### src/charge_termination_controller_defines.svh
// ----------------------------------------------------------------------------
// charge termination controller assertion macros
// shared property forms for the block's checks
// ----------------------------------------------------------------------------
`ifndef CHARGE_TERMINATION_CONTROLLER_DEFINES_SVH
`define CHARGE_TERMINATION_CONTROLLER_DEFINES_SVH

// same-cycle implication
`define CTC_ASSERT_NOW(label, ante, cons) \
  label: assert property (@(posedge clk) disable iff (rst) (ante) |-> (cons)) \
    else $error("assertion failed");

// next-cycle implication
`define CTC_ASSERT_NEXT(label, ante, cons) \
  label: assert property (@(posedge clk) disable iff (rst) (ante) |=> (cons)) \
    else $error("assertion failed");

`endif

### src/ctc_pkg.sv
// ----------------------------------------------------------------------------
// ctc_pkg
// types, codes and helpers of the charge termination controller
// ----------------------------------------------------------------------------
package ctc_pkg;

  typedef enum logic [1:0] {
    ACT_TICK  = 2'd0,
    ACT_START = 2'd1,
    ACT_STOP  = 2'd2
  } action_t;

  typedef enum logic [2:0] {
    CAUSE_NONE      = 3'd0,
    CAUSE_DELTA_V   = 3'd1,
    CAUSE_LOW_CURR  = 3'd2,
    CAUSE_DUTY_EXH  = 3'd3,
    CAUSE_DUTY_ZERO = 3'd4
  } cause_t;

  typedef enum logic [1:0] {
    REG_DV_MODE = 2'd0,
    REG_VLIMIT  = 2'd1,
    REG_IR      = 2'd2
  } reg_index_t;

  localparam logic [13:0] VLIMIT_RESET  = 14'd7000;
  localparam logic [9:0]  MILLI         = 10'd1000;
  localparam logic [13:0] DROP_MV       = 14'd22;
  localparam logic [11:0] MIN_CURR_MA   = 12'd80;
  localparam logic [6:0]  SETTLE_ON_DROP = 7'd50;
  localparam logic [2:0]  COUNT_LIMIT   = 3'd5;
  localparam logic [2:0]  DROP_SAT      = 3'd7;
  localparam logic [31:0] RECIP5        = 32'd52429;

  typedef struct packed {
    logic        active;
    logic [3:0]  duty_level;
    logic [6:0]  settle_count;
    logic [13:0] peak_mv;
    logic [2:0]  rise_count;
    logic [2:0]  drop_count;
  } ctc_state_t;

  typedef struct packed {
    logic        dv_mode;
    logic [13:0] vlimit_mv;
    logic [10:0] ir_milliohm;
  } ctc_cfg_t;

  typedef struct packed {
    logic [3:0] duty_out;
    logic       is_charging;
    logic       finished;
    cause_t     end_cause;
  } ctc_result_t;

  // floor(x / 5) by reciprocal, exact for 14-bit x
  function automatic logic [13:0] div5(input logic [13:0] x);
    logic [31:0] p;
    p = {18'd0, x} * RECIP5;
    return p[31:18];
  endfunction

endpackage

### src/ctc_update.sv
// ----------------------------------------------------------------------------
// ctc_update
// next-state and result logic for one item
// ----------------------------------------------------------------------------
module ctc_update import ctc_pkg::*; #(
  parameter logic [3:0] DUTY_CAP     = 4'd11,
  parameter logic [6:0] SETTLE_TICKS = 7'd100
) (
  input  ctc_cfg_t    cfg,
  input  ctc_state_t  cur,
  input  logic [1:0]  action,
  input  logic [13:0] voltage_mv,
  input  logic [11:0] current_ma,
  input  logic [3:0]  start_duty,
  output ctc_state_t  nxt,
  output ctc_result_t res
);

  logic [24:0] lhs;
  logic [24:0] rhs;
  logic        over_limit;

  assign lhs = {11'd0, voltage_mv} * {15'd0, MILLI};
  assign rhs = ({11'd0, cfg.vlimit_mv} * {15'd0, MILLI})
             + ({14'd0, cfg.ir_milliohm} * {13'd0, current_ma});
  assign over_limit = lhs > rhs;

  always_comb begin
    logic        done;
    cause_t      cause;
    logic [2:0]  rise;
    logic [3:0]  duty_dec;
    nxt      = cur;
    done     = 1'b0;
    cause    = CAUSE_NONE;
    rise     = 3'd0;
    duty_dec = cur.duty_level - 4'd1;
    case (action_t'(action))
      ACT_TICK: begin
        if (cur.active) begin
          if (cur.duty_level == 4'd0) begin
            done  = 1'b1;
            cause = CAUSE_DUTY_ZERO;
          end else if (cur.settle_count < SETTLE_TICKS) begin
            nxt.settle_count = cur.settle_count + 7'd1;
          end else if (cfg.dv_mode) begin
            if (voltage_mv > cur.peak_mv) begin
              rise = cur.rise_count + 3'd1;
              if (rise > COUNT_LIMIT) begin
                nxt.peak_mv = cur.peak_mv + div5(voltage_mv - cur.peak_mv);
                rise = 3'd0;
              end
              nxt.rise_count = rise;
              nxt.drop_count = 3'd0;
            end
            if (nxt.peak_mv > voltage_mv && (nxt.peak_mv - voltage_mv) > DROP_MV) begin
              if (nxt.drop_count < DROP_SAT) begin
                nxt.drop_count = nxt.drop_count + 3'd1;
              end
              nxt.settle_count = SETTLE_ON_DROP;
            end
            if (nxt.drop_count > COUNT_LIMIT) begin
              done  = 1'b1;
              cause = CAUSE_DELTA_V;
            end
          end else begin
            if (current_ma < MIN_CURR_MA) begin
              done  = 1'b1;
              cause = CAUSE_LOW_CURR;
            end else if (over_limit) begin
              nxt.duty_level   = duty_dec;
              nxt.settle_count = 7'd0;
              if (duty_dec == 4'd0) begin
                done  = 1'b1;
                cause = CAUSE_DUTY_EXH;
              end
            end
          end
        end
      end
      ACT_START: begin
        nxt.active       = 1'b1;
        nxt.duty_level   = (start_duty > DUTY_CAP) ? DUTY_CAP : start_duty;
        nxt.settle_count = 7'd0;
        nxt.peak_mv      = 14'd0;
        nxt.rise_count   = 3'd0;
        nxt.drop_count   = 3'd0;
      end
      ACT_STOP: begin
        nxt.active     = 1'b0;
        nxt.duty_level = 4'd0;
      end
      default: begin
        nxt = cur;
      end
    endcase
    if (done) begin
      nxt.active     = 1'b0;
      nxt.duty_level = 4'd0;
    end
    res.duty_out    = nxt.duty_level;
    res.is_charging = nxt.active;
    res.finished    = done;
    res.end_cause   = cause;
  end

endmodule

### src/charge_termination_controller.sv
// ----------------------------------------------------------------------------
// charge_termination_controller
// battery charge termination by negative delta V or low current
// ----------------------------------------------------------------------------
// Accepts one item per clock while res_stall is not holding back a valid
// result, and returns one result per item. An item is captured in the input
// register, and when it advances the charge state and the result register
// are updated together and the result becomes valid. The state update loop
// (settle, peak and drop tracking, and the compensated voltage limit compare
// with its single resistance-by-current multiply) sets this rate. Configuration
// writes take effect at once and should only be made while no item is in flight.
`include "charge_termination_controller_defines.svh"

module charge_termination_controller import ctc_pkg::*; #(
  parameter logic [3:0] DUTY_CAP     = 4'd11,
  parameter logic [6:0] SETTLE_TICKS = 7'd100
) (
  input  logic        clk,
  input  logic        rst,
  input  logic        wr_en,
  input  logic [1:0]  wr_index,
  input  logic [13:0] wr_data,
  input  logic        meas_valid,
  output logic        meas_stall,
  input  logic [1:0]  action,
  input  logic [13:0] voltage_mv,
  input  logic [11:0] current_ma,
  input  logic [3:0]  start_duty,
  output logic        res_valid,
  input  logic        res_stall,
  output logic [3:0]  duty_out,
  output logic        is_charging,
  output logic        finished,
  output logic [2:0]  end_cause
);

  ctc_cfg_t    cfg;
  ctc_state_t  state;
  ctc_state_t  state_next;
  ctc_result_t result;
  ctc_result_t result_next;

  logic        s1_valid;
  logic [1:0]  s1_action;
  logic [13:0] s1_voltage;
  logic [11:0] s1_current;
  logic [3:0]  s1_duty;
  logic        advance;

  assign advance    = !res_valid || !res_stall;
  assign meas_stall = s1_valid && !advance;

  always_ff @(posedge clk) begin
    if (rst) begin
      cfg.dv_mode     <= 1'b0;
      cfg.vlimit_mv   <= VLIMIT_RESET;
      cfg.ir_milliohm <= 11'd0;
    end else if (wr_en) begin
      case (reg_index_t'(wr_index))
        REG_DV_MODE: cfg.dv_mode     <= wr_data[0];
        REG_VLIMIT:  cfg.vlimit_mv   <= wr_data;
        REG_IR:      cfg.ir_milliohm <= wr_data[10:0];
        default:     cfg             <= cfg;
      endcase
    end
  end

  // input register
  always_ff @(posedge clk) begin
    if (rst) begin
      s1_valid <= 1'b0;
    end else if (!meas_stall) begin
      s1_valid <= meas_valid;
    end
  end

  always_ff @(posedge clk) begin
    if (meas_valid && !meas_stall) begin
      s1_action  <= action;
      s1_voltage <= voltage_mv;
      s1_current <= current_ma;
      s1_duty    <= start_duty;
    end
  end

  ctc_update #(
    .DUTY_CAP     (DUTY_CAP),
    .SETTLE_TICKS (SETTLE_TICKS)
  ) u_update (
    .cfg        (cfg),
    .cur        (state),
    .action     (s1_action),
    .voltage_mv (s1_voltage),
    .current_ma (s1_current),
    .start_duty (s1_duty),
    .nxt        (state_next),
    .res        (result_next)
  );

  // state and result register
  always_ff @(posedge clk) begin
    if (rst) begin
      res_valid <= 1'b0;
      state     <= '0;
    end else if (advance) begin
      res_valid <= s1_valid;
      if (s1_valid) begin
        state <= state_next;
      end
    end
  end

  always_ff @(posedge clk) begin
    if (advance && s1_valid) begin
      result <= result_next;
    end
  end

  assign duty_out    = result.duty_out;
  assign is_charging = result.is_charging;
  assign finished    = result.finished;
  assign end_cause   = result.end_cause;

  `CTC_ASSERT_NOW(a_idle_duty_zero, !state.active, state.duty_level == 4'd0)
  `CTC_ASSERT_NOW(a_finish_clears, res_valid && finished,
                  duty_out == 4'd0 && !is_charging && end_cause != CAUSE_NONE)
  `CTC_ASSERT_NOW(a_no_cause_unfinished, res_valid && !finished, end_cause == CAUSE_NONE)
  `CTC_ASSERT_NEXT(a_stage_moves, s1_valid && advance, res_valid)

endmodule
### config.mk
export PLATFORM = sky130hd
export DESIGN_NAME = charge_termination_controller
export DESIGN_NICKNAME = d
export VERILOG_FILES = /design/src/ctc_pkg.sv /design/src/ctc_update.sv /design/src/charge_termination_controller.sv
export VERILOG_INCLUDE_DIRS = /design/src /design/src/src
export SDC_FILE = /design/constraint.sdc
export NUM_CORES = 1
export LEC_CHECK = 0
export BUFFER_PORTS_ARGS = -buffer_cell sky130_fd_sc_hd__buf_4
export CORE_ASPECT_RATIO = 0.9
export CORE_UTILIZATION = 46
export DETAILED_ROUTE_END_ITERATION = 8
export PLACE_DENSITY = 0.73
export SYNTH_ARGS = -nofsm -noshare
export SYNTH_HDL_FRONTEND = slang
export SYNTH_HIERARCHICAL = 1
export SYNTH_SLANG_ARGS = --single-unit
### constraint.sdc
create_clock -name clk -period 12.15 [get_ports clk]
set_input_delay 0 -clock clk [delete_from_list [all_inputs] [get_ports clk]]
set_output_delay 0 -clock clk [all_outputs]
set_load 0.05 [all_outputs]
* Word level (Yosys, flattened, before mapping) *
Index checks and enable logic that the tools add are counted.

cells by class
  $add $sub $neg = 8
  multiply operators = 4
  order comparisons = 10
  eq/ne operators = 12
  mux-type cells = 47
  bitwise gates (word level) = 2
  reductions and logical operators = 23

operators by type and width
  operator                                                        number
  2-to-1 mux 20 bit                                               8
  2-to-1 mux 31 bit                                               2
  one-hot mux 27 bit (2 select lines)                             1
  multiplier 14 x 7 -> 21 bit, second input constant              2
  2-to-1 mux 3 bit                                                12
  multiplier 14 x 16 -> 30 bit, second input constant             1
  greater-than comparator 14 bit                                  2
  subtractor 14 bit                                               2
  adder 24 x 23 -> 25 bit                                         1
  greater-than comparator 24 x 25 -> 1 bit                        1
  multiplier 11 x 12 -> 23 bit                                    1
  2-to-1 mux 11 bit                                               2
  2-to-1 mux 7 bit                                                3
  AND reduction 8 bit                                             2
  adder 14 x 12 -> 14 bit                                         1
  greater-than comparator 14 x 5 -> 1 bit, second input constant  1
  2-to-1 mux 14 bit                                               1
  less-than comparator 12 x 7 -> 1 bit, second input constant     1
  2-to-1 mux 4 bit                                                3
  one-hot mux 4 bit (3 select lines)                              1
  2-to-1 mux 1 bit                                                10
  AND reduction 2 bit                                             5
  zero test 4 bit                                                 2
  inequality test 2 bit, second input constant                    4
  23 further kinds                                                37

word-level totals
  bits in registers = 101
  bits of input ports = 53
  logic and storage cells = 126

* Logic depth before layout (Yosys ltp) *
  word-level depth = 27
  depth in mapped cells = 55
  depth with buffers taken out = 55

* Modules after synthesis *
The synthesis kept the hierarchy.

modules (own cells, without submodules)
  module                         instances  cells an instance  area each (µm²)  seq. area each (µm²)
  ctc_update                     1          1909               16299.4          0.0
  charge_termination_controller  1          298                3872.5           2432.3

* Worst setup path before layout *
Ideal clock, no wire load.

  path kind = reg-to-reg
  start = register s1_voltage[1]
  end = register result (netlist bit is_charging) (data pin)
  arrival time = 10.725 ns
  data required time = 11.899 ns
  setup slack = 1.174 ns
  stages on the path, launching flop included = 54
  path buffers = 2
  clock period less this slack = 10.976 ns
  cells stage by stage = edfxtp_1 -> ha_1 -> nor2b_1 -> o21ai_0 -> a21boi_0 -> o21ai_0 -> a21oi_1 -> a21o_1 -> a21oi_1 -> xnor2_1 -> and2_1 -> inv_1 -> fa_1 -> inv_1 -> fa_1 -> inv_1 -> fa_1 -> inv_1 -> [... 18 more ...] -> a21o_1 -> nand3_1 -> nand2_1 -> xor2_1 -> mux2_2 -> ha_1 -> clkbuf_1 -> a21o_1 -> a21o_1 -> a21oi_1 -> a21oi_1 -> a2111oi_4 -> a31oi_1 -> a21oi_1 -> o211ai_2 -> a31o_4 -> and2_1 -> buf_4

RTL lines
  what                      RTL line                              RTL
  start: declaration        charge_termination_controller.sv:45   logic [13:0] s1_voltage;
  start signal: assignment  charge_termination_controller.sv:80   s1_voltage <= voltage_mv;
  end signal: assignment    charge_termination_controller.sv:115  result <= result_next;
  end: declaration          charge_termination_controller.sv:40   ctc_result_t result;

==> summary.txt <==
Status
  – Status: completed

Power
  – Pint: 2.67 mW
  – Clk network pwr share: 5.2%
  – Leakage power: 10.7 nW
  – Total chip power: 5.65 mW
  – Pwr Density: around 250 mW/mm²
  – Comb pwr share: just under 90%
  – Flop pwr share: 7.0%
  – Switching power: 2.98 mW
  – Switching share of total power: 52.7%
  – Max IR drop VDD: 0.000252 V

Drt
  – Initial DRC Count: 860
  – DR vias: 15400
  – Final WL: 46.9 mm
  – Wirelength per Cell: ~16 µm
  – DR vias/cell: about 5.4
  – Remaining routing DRC violations: 0
  – Detailed-router iteration count before antenna repair: 5
  – Antenna Nets Post-Route: 0

Run
  – MaxCap Viol Count: 0

Synthesis
  – Mean post-synth cell area: 9.14 µm²
  – Largest area contributor in the netlist: fa_1
  – Synthesized instance count: 2207
  – Post-synth EDFFs: 41
  – Ys flop type: dfxtp_1
  – Post-synthesis cell type count: 84
  – Synth Register Bits: 101
  – Sequential element share of the synthesized area: 12.1%
  – Top cell type's share of synthesized area: about a quarter
  – Synth Cell Area: just over 0.02 mm²
  – Synth Net Count: 2848
  – Warnings, synthesis: 6
  – Dominant cells by area after synthesis: fa_1 26%, ha_1 20%, inv_1 7.5%
  – Synth async-reset ratio: 0%

Layout
  – Share of cells above drive strength 1: between 6 and 7%
  – Post-layout util: 51.3%
  – Final net count: 2933
  – Area Overhead vs Synth: 9.81%
  – Post-route cell area: 0.0222 mm²
  – Most common cell after layout, fill and taps aside: inv_1
  – Post-Layout Cell Count: 2852
  – Most frequent cells in the layout: 405 x inv_1, 328 x ha_1, 258 x fa_1
  – Layout fillers: 3864
  – Ant. Diodes: 0

Global routing
  – Tot GR Track Use: 21.7%
  – First-pass GRT wire length: 79.0 mm
  – Total grt overflow: 0
  – Vias in the first global route: around 16000
  – Initial antenna violation count: 0
  – Largest net degree at the start of global routing: 112

Critical path
  – WP buf/inv: 4
  – Critical path class: reg2reg
  – CP Data Required Time: 12450 ps
  – Setup crit end kind: register
  – Crit path top cell by count: a21oi_1
  – Worst path slowest cell: edfxtp_1
  – WP data arrival: 11850 ps
  – Highest net fanout along the worst path: 8
  – Top delay family on crit path: compound AO/OA/AOI/OAI gates
  – Max incr delay on CP: approximately 660 ps
  – Type of origin of the critical path: register

Timing
  – Final Setup Violations: 0
  – Hold Slack: 82.4 ps
  – Final Critical Period: 11550 ps
  – Max-slew violations: 0
  – Fmax: 86.6 MHz
  – Final worst-path cycle share: 95.1%
  – Worst slew pin tran: 1180 ps
  – Clk_skew: ~9.5 ps
  – Hold Fails Final Rpt: 0
  – Slew HR: between 20% and 30%

Floorplan
  – Row Count: slightly above 70
  – Core ar.: around 0.043 mm²
  – Die Y: 201 µm
  – # IOs: 64
  – Die width: 223 µm
  – Die Footprint: 0.0447 mm²
  – Initial Util: approximately 47%

Clock network
  – Num CTS Buffers: 9
  – Clk sinks: 101
  – CTS clk-pin slew, worst paths: 80 ps
  – CTS tree: built
  – Root Buffer: clkbuf_16
  – H-tree depth: 3
  – Clk Latency, worst-skew pair: 380 ps
  – CTS max path bufs: 2

Placement
  – Dpl cells: 2779
  – Port buffer count: 63
  – Routability cong.: 0.920
  – DP Area: 0.0211 mm²
  – HPWL Detailed: around 38 mm

Min path
  – Hold Path Class: in2reg
## layout make-up
type / count / area [µm²] / share of cell area, %
clock buffer: 9 / 225 / 1.02
clock inverter: 7 / 67.6 / 0.305
inverter: 407 / 1530 / 6.90
multi-input combinational: 1639 / 16100 / 72.5
sequential: 101 / 2440 / 11.0
tap: 555 / 694 / 3.13
timing repair buffer: 134 / 1130 / 5.11
## state kept, by name (all words and copies together), names as in the netlist
register and flops:
state 32, is_charging 1, s1_current 12, s1_duty 4, res_valid 1, s1_voltage 14
cfg 26, s1_valid 1, end_cause 3, duty_out 4, finished 1, s1_action 2
## per-stage QoR
stage | setup WS, ps | setup TNS, ps
detailed placement | 171 | 0
global placement | 354 | 0
finish | 600 | 0
global route | -53.6 | -155
floorplan | 1170 | 0
CTS | 87.6 | 0
## synth_stat cells (4+ instances only)
cell type,n
inv_1,405
ha_1,330
fa_1,258
nand2_1,161
nand2b_1,110
nor2_1,94
a21oi_1,82
o21ai_0,76
mux2i_1,67
dfxtp_1,60
xnor2_1,57
and2_1,55
clkbuf_1,41
edfxtp_1,41
xor2_1,40
nand3_1,33
a21o_1,32
nor3_1,27
nor2b_1,16
o21a_1,14
nand4_1,12
a211oi_1,11
o211ai_1,10
and3_1,9
o21bai_1,8
o31ai_1,8
buf_4,7
nor4_1,7
o21ai_1,7
a22o_1,6
a31oi_1,6
a32o_1,6
o31a_1,6
a2111oi_0,5
a31o_2,5
buf_2,5
or3_1,5
mux2_2,4
o2111ai_1,4
o22ai_1,4
## logic make-up after synthesis
kind of cell,share of synthesized area (%)
adder cells (fa/ha/maj),46.1
AND/OR/NAND/NOR,13.7
buffers and inverters,9.17
AO/OA/AOI/OAI,11.2
flip-flops,12.1
XOR/XNOR,4.29
multiplexers,3.55
## power groups by stage
stage	combinational [mW]	clock (mW)	sequential, mW
floorplan	3.77	0	0.393
global placement	4.65	0	0.401
detailed placement	4.81	0	0.401
CTS	4.87	0.305	0.394
global route	5.66	0.315	0.396
finish	4.96	0.294	0.394
## final timing paths
check | endpoint | slack, ps | cells past startpoint | from
worst max-delay path | state[29]$_SDFFE_PP0P_ | 600 | 47 | s1_voltage[7]$_DFFE_PP_
worst min-delay path | cfg[25]$_SDFFE_PP0P_ | 80 | 3 | wr_en
worst max register to register | state[29]$_SDFFE_PP0P_ | 600 | 47 | s1_voltage[7]$_DFFE_PP_
worst min register to register | state[4]$_SDFFE_PP0P_ | 510 | 2 | state[4]$_SDFFE_PP0P_
## routing by layer
metal  global-route usage, %  up-vias  wire length [µm]
li1                        -     7412                 -
met1                    30.0     7571             22400
met2                    36.0      324             21700
met3                    2.94       47              2050
met4                    4.80        0               693
met5                       0        -                 0
## timing repair
action	CTS	global route
endpoints found under the hold margin	58	0
endpoints found under the setup margin	0	22
buffers inserted	0	7
hold buffers	50	0
resized for setup	0	33
## worst reg2reg max path, delay by kind of cell, from the launching register on
kind / cells / cell delay, ps
AO/OA/AOI/OAI: 23 / 4690
adder cells (fa/ha/maj): 10 / 4320
AND/OR/NAND/NOR: 6 / 760
flip-flops: 1 / 660
multiplexers: 2 / 410
XOR/XNOR: 2 / 380
buffers and inverters: 4 / 240
No activity file was read; power rests on OpenSTA's default activity.
